### src/dmmm_pkg.sv
// Shared types and constants for the grade statistics block.
`timescale 1ns / 1ps
package dmmm_pkg;

  localparam int GRADE_W = 14;
  localparam int COUNT_W = 9;

  typedef enum logic [3:0] {
    ST_LOAD,
    ST_SORT_RD_A,
    ST_SORT_RD_B,
    ST_SORT_CMP,
    ST_SORT_WR,
    ST_DIV,
    ST_SCAN_RD,
    ST_SCAN,
    ST_MED_RD,
    ST_MED,
    ST_OUT
  } state_t;

endpackage

### src/dmmm_ram.sv
// Generic single-port RAM with registered read.
`timescale 1ns / 1ps
module dmmm_ram #(
  parameter int WIDTH = 14,
  parameter int DEPTH = 256
) (
  input  logic                     clk,
  input  logic                     we,
  input  logic [$clog2(DEPTH)-1:0] addr,
  input  logic [WIDTH-1:0]         wdata,
  output logic [WIDTH-1:0]         rdata
);
  logic [WIDTH-1:0] mem [DEPTH];

  always_ff @(posedge clk) begin
    if (we) begin
      mem[addr] <= wdata;
    end
    rdata <= mem[addr];
  end
endmodule

### src/dmmm_div.sv
// Restoring divider, one quotient bit per cycle.
`timescale 1ns / 1ps
module dmmm_div #(
  parameter int NW = 26,
  parameter int DW = 13
) (
  input  logic          clk,
  input  logic          rst,
  input  logic          start,
  input  logic [NW-1:0] num,
  input  logic [DW-1:0] den,
  output logic          done,
  output logic [NW-1:0] quo
);
  localparam int CW = $clog2(NW + 1);
  logic [DW:0]   rem;
  logic [CW-1:0] cnt;
  logic          busy;
  logic [DW:0]   trial;
  logic [DW-1:0] dreg;

  assign trial = {rem[DW-1:0], quo[NW-1]};

  always_ff @(posedge clk) begin
    if (rst) begin
      busy <= 1'b0;
      done <= 1'b0;
    end else begin
      done <= 1'b0;
      if (start) begin
        busy <= 1'b1;
        cnt  <= CW'(NW);
        rem  <= '0;
        quo  <= num;
        dreg <= den;
      end else if (busy) begin
        if (trial >= {1'b0, dreg}) begin
          rem <= trial - {1'b0, dreg};
          quo <= {quo[NW-2:0], 1'b1};
        end else begin
          rem <= trial;
          quo <= {quo[NW-2:0], 1'b0};
        end
        cnt <= cnt - 1'b1;
        if (cnt == CW'(1)) begin
          busy <= 1'b0;
          done <= 1'b1;
        end
      end
    end
  end
endmodule

### src/dataset_mean_median_mode_top.sv
// Top level: grade store, sort, mean/median/mode engine.
//
//  channel | direction | valid     | stall     | word
//  grades  | in        | in_valid  | in_stall  | grade, last
//  result  | out       | out_valid | out_stall | mean/median/mode, count, flag
//
// Grades load into the store at one word per cycle. After the last word the
// store is bubble-sorted in place through its single RAM port: a compare reads
// both words and a swap writes them back in two phases. The mean divider
// (1 bit/cycle) runs alongside the mode scan; the median then reads the two
// middle entries and the result waits for the mean.
// in_stall stays high from the last word until the result is taken.
// Reset is synchronous; the store itself is never cleared.
`timescale 1ns / 1ps
module dataset_mean_median_mode_top #(
  parameter int MAX_ITEMS = 256
) (
  input  logic                           clk,
  input  logic                           rst,
  input  logic                           in_valid,
  output logic                           in_stall,
  input  logic [dmmm_pkg::GRADE_W-1:0]   grade,
  input  logic                           last,
  output logic                           out_valid,
  input  logic                           out_stall,
  output logic [dmmm_pkg::GRADE_W-1:0]   mean_value,
  output logic [dmmm_pkg::GRADE_W-1:0]   median_value,
  output logic [dmmm_pkg::GRADE_W-1:0]   mode_value,
  output logic [dmmm_pkg::COUNT_W-1:0]   item_count,
  output logic                           overflowed
);
  import dmmm_pkg::*;

  localparam int AW = $clog2(MAX_ITEMS);
  localparam int NW = $clog2(MAX_ITEMS + 1);   // count width
  localparam int TW = GRADE_W + NW;            // total width

  state_t state, state_next;
  logic [NW-1:0] count;
  logic [TW-1:0] total;
  logic          ovf;

  // sort bookkeeping: pass limit and inner index
  logic [NW-1:0] lim, idx;
  logic          swapped;
  logic [GRADE_W-1:0] va, vb;
  logic          wr_phase;  // 0 writes b at idx, 1 writes a at idx+1

  // mode scan
  logic [GRADE_W-1:0] cur_val, best_val;
  logic [NW-1:0]      run, best_run;

  // median and mean hand-off
  logic mean_ready;
  logic [GRADE_W-1:0] med_lo;
  logic [GRADE_W:0]   med_sum;
  logic               med_phase;

  logic          ram_we;
  logic [AW-1:0] ram_addr;
  logic [GRADE_W-1:0] ram_wdata, ram_rdata;

  dmmm_ram #(.WIDTH(GRADE_W), .DEPTH(MAX_ITEMS)) u_ram (
    .clk(clk), .we(ram_we), .addr(ram_addr), .wdata(ram_wdata), .rdata(ram_rdata)
  );

  logic          div_start, div_done;
  logic [TW-1:0] div_q;

  dmmm_div #(.NW(TW), .DW(NW)) u_div (
    .clk(clk), .rst(rst), .start(div_start), .num(total), .den(count),
    .done(div_done), .quo(div_q)
  );

  logic in_acc, store_ok;
  assign in_acc   = in_valid && !in_stall;
  assign store_ok = count < NW'(MAX_ITEMS);
  assign in_stall = (state != ST_LOAD);

  // RAM port selection
  always_comb begin
    ram_we    = 1'b0;
    ram_addr  = idx[AW-1:0];
    ram_wdata = vb;
    unique case (state)
      ST_LOAD: begin
        ram_we    = in_acc && store_ok;
        ram_addr  = count[AW-1:0];
        ram_wdata = grade;
      end
      ST_SORT_RD_B: ram_addr = AW'(idx + 1'b1);
      ST_SORT_WR: begin
        ram_we    = 1'b1;
        ram_addr  = wr_phase ? AW'(idx + 1'b1) : idx[AW-1:0];
        ram_wdata = wr_phase ? va : vb;
      end
      ST_SCAN:   ram_addr = AW'(idx + 1'b1);
      ST_MED_RD: ram_addr = AW'((count >> 1) - 1'b1);
      ST_MED:    ram_addr = AW'(count >> 1);
      default: ;
    endcase
  end

  always_comb begin
    state_next = state;
    div_start  = 1'b0;
    unique case (state)
      ST_LOAD:
        if (in_acc && last) state_next = (count == '0 && !store_ok) ? ST_OUT :
                                        ST_SORT_RD_A;
      ST_SORT_RD_A: begin
        if (lim <= NW'(1)) state_next = ST_DIV;
        else if (NW'(idx + 1'b1) >= lim) state_next = swapped ? ST_SORT_RD_A : ST_DIV;
        else state_next = ST_SORT_RD_B;
      end
      ST_SORT_RD_B: state_next = ST_SORT_CMP;
      ST_SORT_CMP:  state_next = (va > ram_rdata) ? ST_SORT_WR : ST_SORT_RD_A;
      ST_SORT_WR:   if (wr_phase) state_next = ST_SORT_RD_A;
      ST_DIV: begin
        div_start  = 1'b1;
        state_next = ST_SCAN_RD;
      end
      ST_SCAN_RD: state_next = ST_SCAN;
      ST_SCAN:    if (idx == count) state_next = ST_MED_RD;
      ST_MED_RD:  state_next = ST_MED;
      ST_MED:     if (med_phase && (div_done || mean_ready)) state_next = ST_OUT;
      ST_OUT:     if (!out_stall) state_next = ST_LOAD;
      default:    state_next = ST_LOAD;
    endcase
  end

  assign med_sum = {1'b0, med_lo} + {1'b0, ram_rdata};

  always_ff @(posedge clk) begin
    if (rst) begin
      state      <= ST_LOAD;
      count      <= '0;
      total      <= '0;
      ovf        <= 1'b0;
      out_valid  <= 1'b0;
      mean_ready <= 1'b0;
    end else begin
      state <= state_next;
      if (div_done) begin
        mean_value <= div_q[GRADE_W-1:0];
        mean_ready <= 1'b1;
      end
      unique case (state)
        ST_LOAD: begin
          if (in_acc) begin
            if (store_ok) begin
              count <= count + 1'b1;
              total <= total + TW'(grade);
            end else begin
              ovf <= 1'b1;
            end
            if (last) begin
              lim        <= store_ok ? NW'(count + 1'b1) : count;
              idx        <= '0;
              swapped    <= 1'b0;
              mean_ready <= 1'b0;
              mean_value <= '0;
              median_value <= '0;
              mode_value <= '0;
              if (count == '0 && !store_ok) out_valid <= 1'b1;
            end
          end
        end
        ST_SORT_RD_A: begin
          wr_phase <= 1'b0;
          if (NW'(idx + 1'b1) >= lim) begin
            // end of a pass
            idx     <= '0;
            swapped <= 1'b0;
            lim     <= swapped ? NW'(lim - 1'b1) : NW'(1);
          end
        end
        ST_SORT_RD_B: va <= ram_rdata;
        ST_SORT_CMP: begin
          vb <= ram_rdata;
          if (va > ram_rdata) swapped <= 1'b1;
          else idx <= idx + 1'b1;
        end
        ST_SORT_WR: begin
          wr_phase <= 1'b1;
          if (wr_phase) idx <= idx + 1'b1;
        end
        ST_DIV: begin
          idx      <= '0;
          run      <= '0;
          best_run <= '0;
          best_val <= '0;
        end
        ST_SCAN_RD: idx <= idx;
        ST_SCAN: begin
          if (idx != count) begin
            if (run != '0 && ram_rdata == cur_val) begin
              run <= run + 1'b1;
              if (NW'(run + 1'b1) > best_run) begin
                best_run <= NW'(run + 1'b1);
                best_val <= cur_val;
              end
            end else begin
              run     <= NW'(1);
              cur_val <= ram_rdata;
              if (best_run == '0) begin
                best_run <= NW'(1);
                best_val <= ram_rdata;
              end
            end
            idx <= idx + 1'b1;
          end
        end
        ST_MED_RD: med_phase <= 1'b0;
        ST_MED: begin
          if (!med_phase) begin
            med_lo    <= ram_rdata;
            med_phase <= 1'b1;
          end
          if (med_phase && (div_done || mean_ready)) begin
            median_value <= count[0] ? ram_rdata : med_sum[GRADE_W:1];
            mode_value   <= best_val;
            out_valid    <= 1'b1;
          end
        end
        ST_OUT: begin
          if (!out_stall) begin
            out_valid <= 1'b0;
            count     <= '0;
            total     <= '0;
            ovf       <= 1'b0;
          end
        end
        default: ;
      endcase
    end
  end

  // The scan reads one entry ahead of idx, so the word in ram_rdata matches idx.
  assign item_count = COUNT_W'(count);
  assign overflowed = ovf;

endmodule
### config.mk
export PLATFORM = sky130hd
export DESIGN_NAME = dataset_mean_median_mode_top
export DESIGN_NICKNAME = d
export VERILOG_FILES = /design/src/dmmm_pkg.sv /design/src/dmmm_ram.sv /design/src/dmmm_div.sv /design/src/dataset_mean_median_mode_top.sv
export SDC_FILE = /design/constraint.sdc
export NUM_CORES = 2
export LEC_CHECK = 0
export ABC_CLOCK_PERIOD_IN_PS = 38500
export BUFFER_PORTS_ARGS = -buffer_cell sky130_fd_sc_hd__buf_2
export CORE_UTILIZATION = 50
export DETAILED_ROUTE_END_ITERATION = 8
export PLACE_DENSITY = 0.73
export SLEW_MARGIN = 30
export SYNTH_ARGS = -nofsm -noshare
export SYNTH_HDL_FRONTEND = slang
export SYNTH_SLANG_ARGS = --single-unit
### constraint.sdc
create_clock -name clk -period 38.5 [get_ports clk]
set_clock_uncertainty 0.05 [all_clocks]
set_input_delay 3.85 -clock clk [delete_from_list [all_inputs] [get_ports clk]]
set_output_delay 3.85 -clock clk [all_outputs]
set_load 0.05 [all_outputs]
==> impl_metrics.csv <==
group,metric,value,unit
placed_design,dp_hpwl,268,mm
timing,finalCriticalPeriod,8020,ps
drt,post-route-drc-count,0,
setup_path,end_kind,"flop",
die,design.die.area,307000,um^2
cts,post_cts_hold_buffer_count,0,
finish,largest_register_ff_count,3584,
setup_path,rr_startpoint,"state[3]$_SDFFE_PP0P_",
pwr,power-per-cell-area,97.2,nW/um^2
setup_path,cp_slowest_stage_delay,980,ps
pwr,ir_worst_vdd,0.152,mV
setup_path,path_buf_inv,4,
yosys,synth.distinct_cells,97,
worst_hold_path,worstHoldStart,"mean_ready$_SDFF_PP0_",
grt,grt_first_pass_wirelength,649,mm
yosys,syn-cell-area,152000,um^2
setup_path,critical_path_cell_sequence,"and4b_1, a2111o_1, nand2_8, buf_12, buf_4, buf_4, buf_4, mux4_2, a211oi_1, o22ai_1, nor3_1, o211ai_1",
cts,clock_path_buffers,4,
placed_design,place_congestion,0.951,
setup_path,worst_path_dominant_cell_family,"buffers and inverters",
pwr,static-leakage-power,56.1,nW
finish,fin_util,56.7,%
yosys,ys_async_sr_fraction,0,%
cts,clkLatencyLatePin,970,ps
yosys,synth.top_cells.by_count,"sky130_fd_sc_hd__edfxtp_1, sky130_fd_sc_hd__nand2_1, sky130_fd_sc_hd__mux4_2, sky130_fd_sc_hd__nor2_1, sky130_fd_sc_hd__a21oi_1",
die,std_cell_rows,202,
setup_path,critPathMaxFanout,89,
drt,routed_wirelength,464,mm
cts,cts_repair_resize_count,0,
setup_path,reg2reg_slack,30480,ps
timing,worst_hold_slack,427,ps
setup_path,critPathLaunch,"state[3]$_SDFFE_PP0P_",
yosys,count_of_yosys_warnings_during_synthesis,0,
cts,cts-htree-levels,5,
finish,regMostFlops,"u_ram.mem",
run_status,status,"complete, no violations",
setup_path,critical_path_class,"flop to flop",
yosys,synth.ff_latch_count,3836,
cts,numClockSinks,3836,
yosys,synth_enable_flop_cells,3781,
grt,first_global_vias,87800,
cts,post_cts.repair.setup_buffers,0,
die,dieHeight,554,um
setup_path,critical-path-top-cell-by-count,"sky130_fd_sc_hd__buf_4",
yosys,synth_seq_area_share,75.2,%
flow_run,max_cap_viols,0,
yosys,synth.net_count,8923,
setup_path,r2r.worst_path.cells,12,
placed_design,place.port_buffers,72,
drt,detail_route.wl_per_cell,34.5,um
setup_path,critical_path.startpoint_type,"flop",
timing,report.final.slew_viol_count,0,
setup_path,required,39280,ps
finish,stdcell_area,172000,um^2
worst_hold_path,min_delay_worst_endpoint,"mean_ready$_SDFF_PP0_",
timing,rsz_0062_raised_after_global_routing,"false",
timing,max_freq,0.125,GHz
drt,vias_per_instance,6.78,
setup_path,cp_max_delay_cell,"sky130_fd_sc_hd__dfxtp_1",
die,top_level_ports,73,
cts,clock_tree.root_cell,"sky130_fd_sc_hd__clkbuf_16",
timing,relSlewSlack,15.3,%
yosys,post-synth-top-count-cell,"sky130_fd_sc_hd__edfxtp_1",
grt,number_of_antenna_violations_at_the_first_check_in_global_routing,20,
setup_path,arrival,8800,ps
worst_hold_path,holdCritPathClass,"flop to flop",
timing,tightest_slew,1270,ps
cts,clock_pin_slew_on_the_worst_setup_and_hold_paths,60,ps
yosys,post_synth_inst_count,8822,
placed_design,place_inst,12700,
finish,post_layout_nonfiller_instances,13500,
drt,detail_route.iter0.violations,15900,
drt,routed-via-count,91200,
timing,min_period_over_period,20.8,%
drt,drtPass1Iterations,9,
grt,congestion_overflow_gr,0,
finish,syn_to_final_growth,12.7,%
finish,biggestRegsByFlops,"u_ram.mem: 3584 flops, total: 23 flops, u_div.quo: 23 flops",
timing,post_route_setup_tns,0,ps
worst_hold_path,whs_path_depth,2,
finish,final_layout_size_suffix_gt1_share,18.2,%
timing,setup_viol,0,
cts,tritoncts.num_buffers,377,
finish,nNetsFinal,9254,
die,dieWidth,554,um
yosys,avgSynthCellArea,17.3,um^2
die,starting_utilization_of_the_core_area,50.3,%
timing,hold_viol,0,
yosys,ys_top_cells_by_area,"sky130_fd_sc_hd__edfxtp_1, sky130_fd_sc_hd__mux4_2, sky130_fd_sc_hd__nand2_1",
grt,groute.usage.overall,29.6,%
yosys,synth.top_cell.area_share,74.5,%
cts,cts_tree,"built",
grt,maximum_number_of_pins_on_one_net_before_global_route_repair,203,
yosys,yosys_most_used_dff,"sky130_fd_sc_hd__edfxtp_1",
die,design.core.area,303000,um^2
placed_design,placed_cell_area,159000,um^2
setup_path,rr_endpoint,"u_ram.rdata[7]$_DFF_P_",
yosys,synthDominantAreaCellType,"sky130_fd_sc_hd__edfxtp_1",
drt,route.antenna.remaining_nets,0,
where the power goes:
| part | switching (mW) | internal, mW | total, mW |
|---|---|---|---|
| sequential | 0.0777 | 5.62 | 5.70 |
| combinational | 5.24 | 2.05 | 7.29 |
| clock | 1.61 | 2.09 | 3.70 |
| total | 6.93 | 9.76 | 16.7 |
worst max-delay path by stage:
stage / to / slack [ps] / depth (start not counted)
after floorplan: u_ram.mem[0][1]$_DFFE_PP_ / 22430 / 2
after global placement: u_ram.rdata[9]$_DFF_P_ / 30570 / 13
after detailed placement: u_ram.rdata[9]$_DFF_P_ / 30470 / 13
after CTS: u_ram.rdata[9]$_DFF_P_ / 30420 / 13
after global routing: u_ram.rdata[7]$_DFF_P_ / 30190 / 12
final: u_ram.rdata[7]$_DFF_P_ / 30480 / 12
layout by cell type (no fill, tap or decap), types with 20 or more instances in the layout:
cell	instances
sky130_fd_sc_hd__clkinv_2	70
sky130_fd_sc_hd__and3_1	245
sky130_fd_sc_hd__a31oi_1	129
sky130_fd_sc_hd__nand3_1	107
sky130_fd_sc_hd__buf_4	404
sky130_fd_sc_hd__mux4_2	489
sky130_fd_sc_hd__nor2_1	348
sky130_fd_sc_hd__bufinv_16	38
sky130_fd_sc_hd__nor3_1	38
sky130_fd_sc_hd__xnor2_1	44
sky130_fd_sc_hd__a21oi_1	360
sky130_fd_sc_hd__a21o_1	20
sky130_fd_sc_hd__a211oi_1	214
sky130_fd_sc_hd__clkinv_1	91
sky130_fd_sc_hd__nor4_1	29
sky130_fd_sc_hd__ha_1	79
sky130_fd_sc_hd__clkbuf_16	380
sky130_fd_sc_hd__o22ai_1	135
sky130_fd_sc_hd__o21ai_0	68
sky130_fd_sc_hd__dfxtp_1	54
sky130_fd_sc_hd__nand2_1	909
sky130_fd_sc_hd__nand4_1	61
sky130_fd_sc_hd__inv_1	79
sky130_fd_sc_hd__clkbuf_1	62
sky130_fd_sc_hd__buf_2	72
sky130_fd_sc_hd__edfxtp_1	3781
sky130_fd_sc_hd__a22oi_1	167
sky130_fd_sc_hd__xor2_1	37
sky130_fd_sc_hd__a32oi_1	40
sky130_fd_sc_hd__a311oi_1	116
sky130_fd_sc_hd__mux2i_1	294
sky130_fd_sc_hd__nor2_2	49
sky130_fd_sc_hd__buf_12	23
tightest hold or removal path: stages (launching register included):
cell	delay [ps]
sky130_fd_sc_hd__dfxtp_1	310
sky130_fd_sc_hd__nor2_1	80
sky130_fd_sc_hd__nor3_1	50
metrics by stage:
step | power, mW | worst slack (ps)
after floorplan | 10.2 | 22430
after global placement | 12.5 | 30570
after detailed placement | 12.7 | 30470
after CTS | 16.4 | 30420
after global routing | 17.0 | 30190
final | 16.7 | 30480
cell type report:
class                      count  area, um^2
fill                       21900      131000
antenna                       17        42.5
clock buffer                 448        9820
inverter                      81         304
sequential                  3836      115000
multi-input combinational   4343       35300
clock inverter               242        2550
tap                         3978        4980
timing repair buffer         514        4120
metal layers:
metal	vias up	part of all wire [%]	GRT usage, %
li1	36000	-	-
met1	45800	34	38.6
met2	7894	44	44.0
met3	1442	15	9.35
met4	14	6.8	17.2
met5	-	0.032	0
cell families after synthesis:
| group | count (synthesis) | share of synthesized area, % |
|---|---|---|
| DFF | 3836 | 75.2 |
| and+or+nand+nor | 1954 | 5.79 |
| AOI/OAI and AO/OA | 1439 | 6.44 |
| muxes | 787 | 9.22 |
| buffers and inverters | 643 | 2.17 |
| adders and majority gates | 82 | 0.688 |
| xor gates and xnor gates | 81 | 0.466 |
Power figures use the tool's default switching activity.
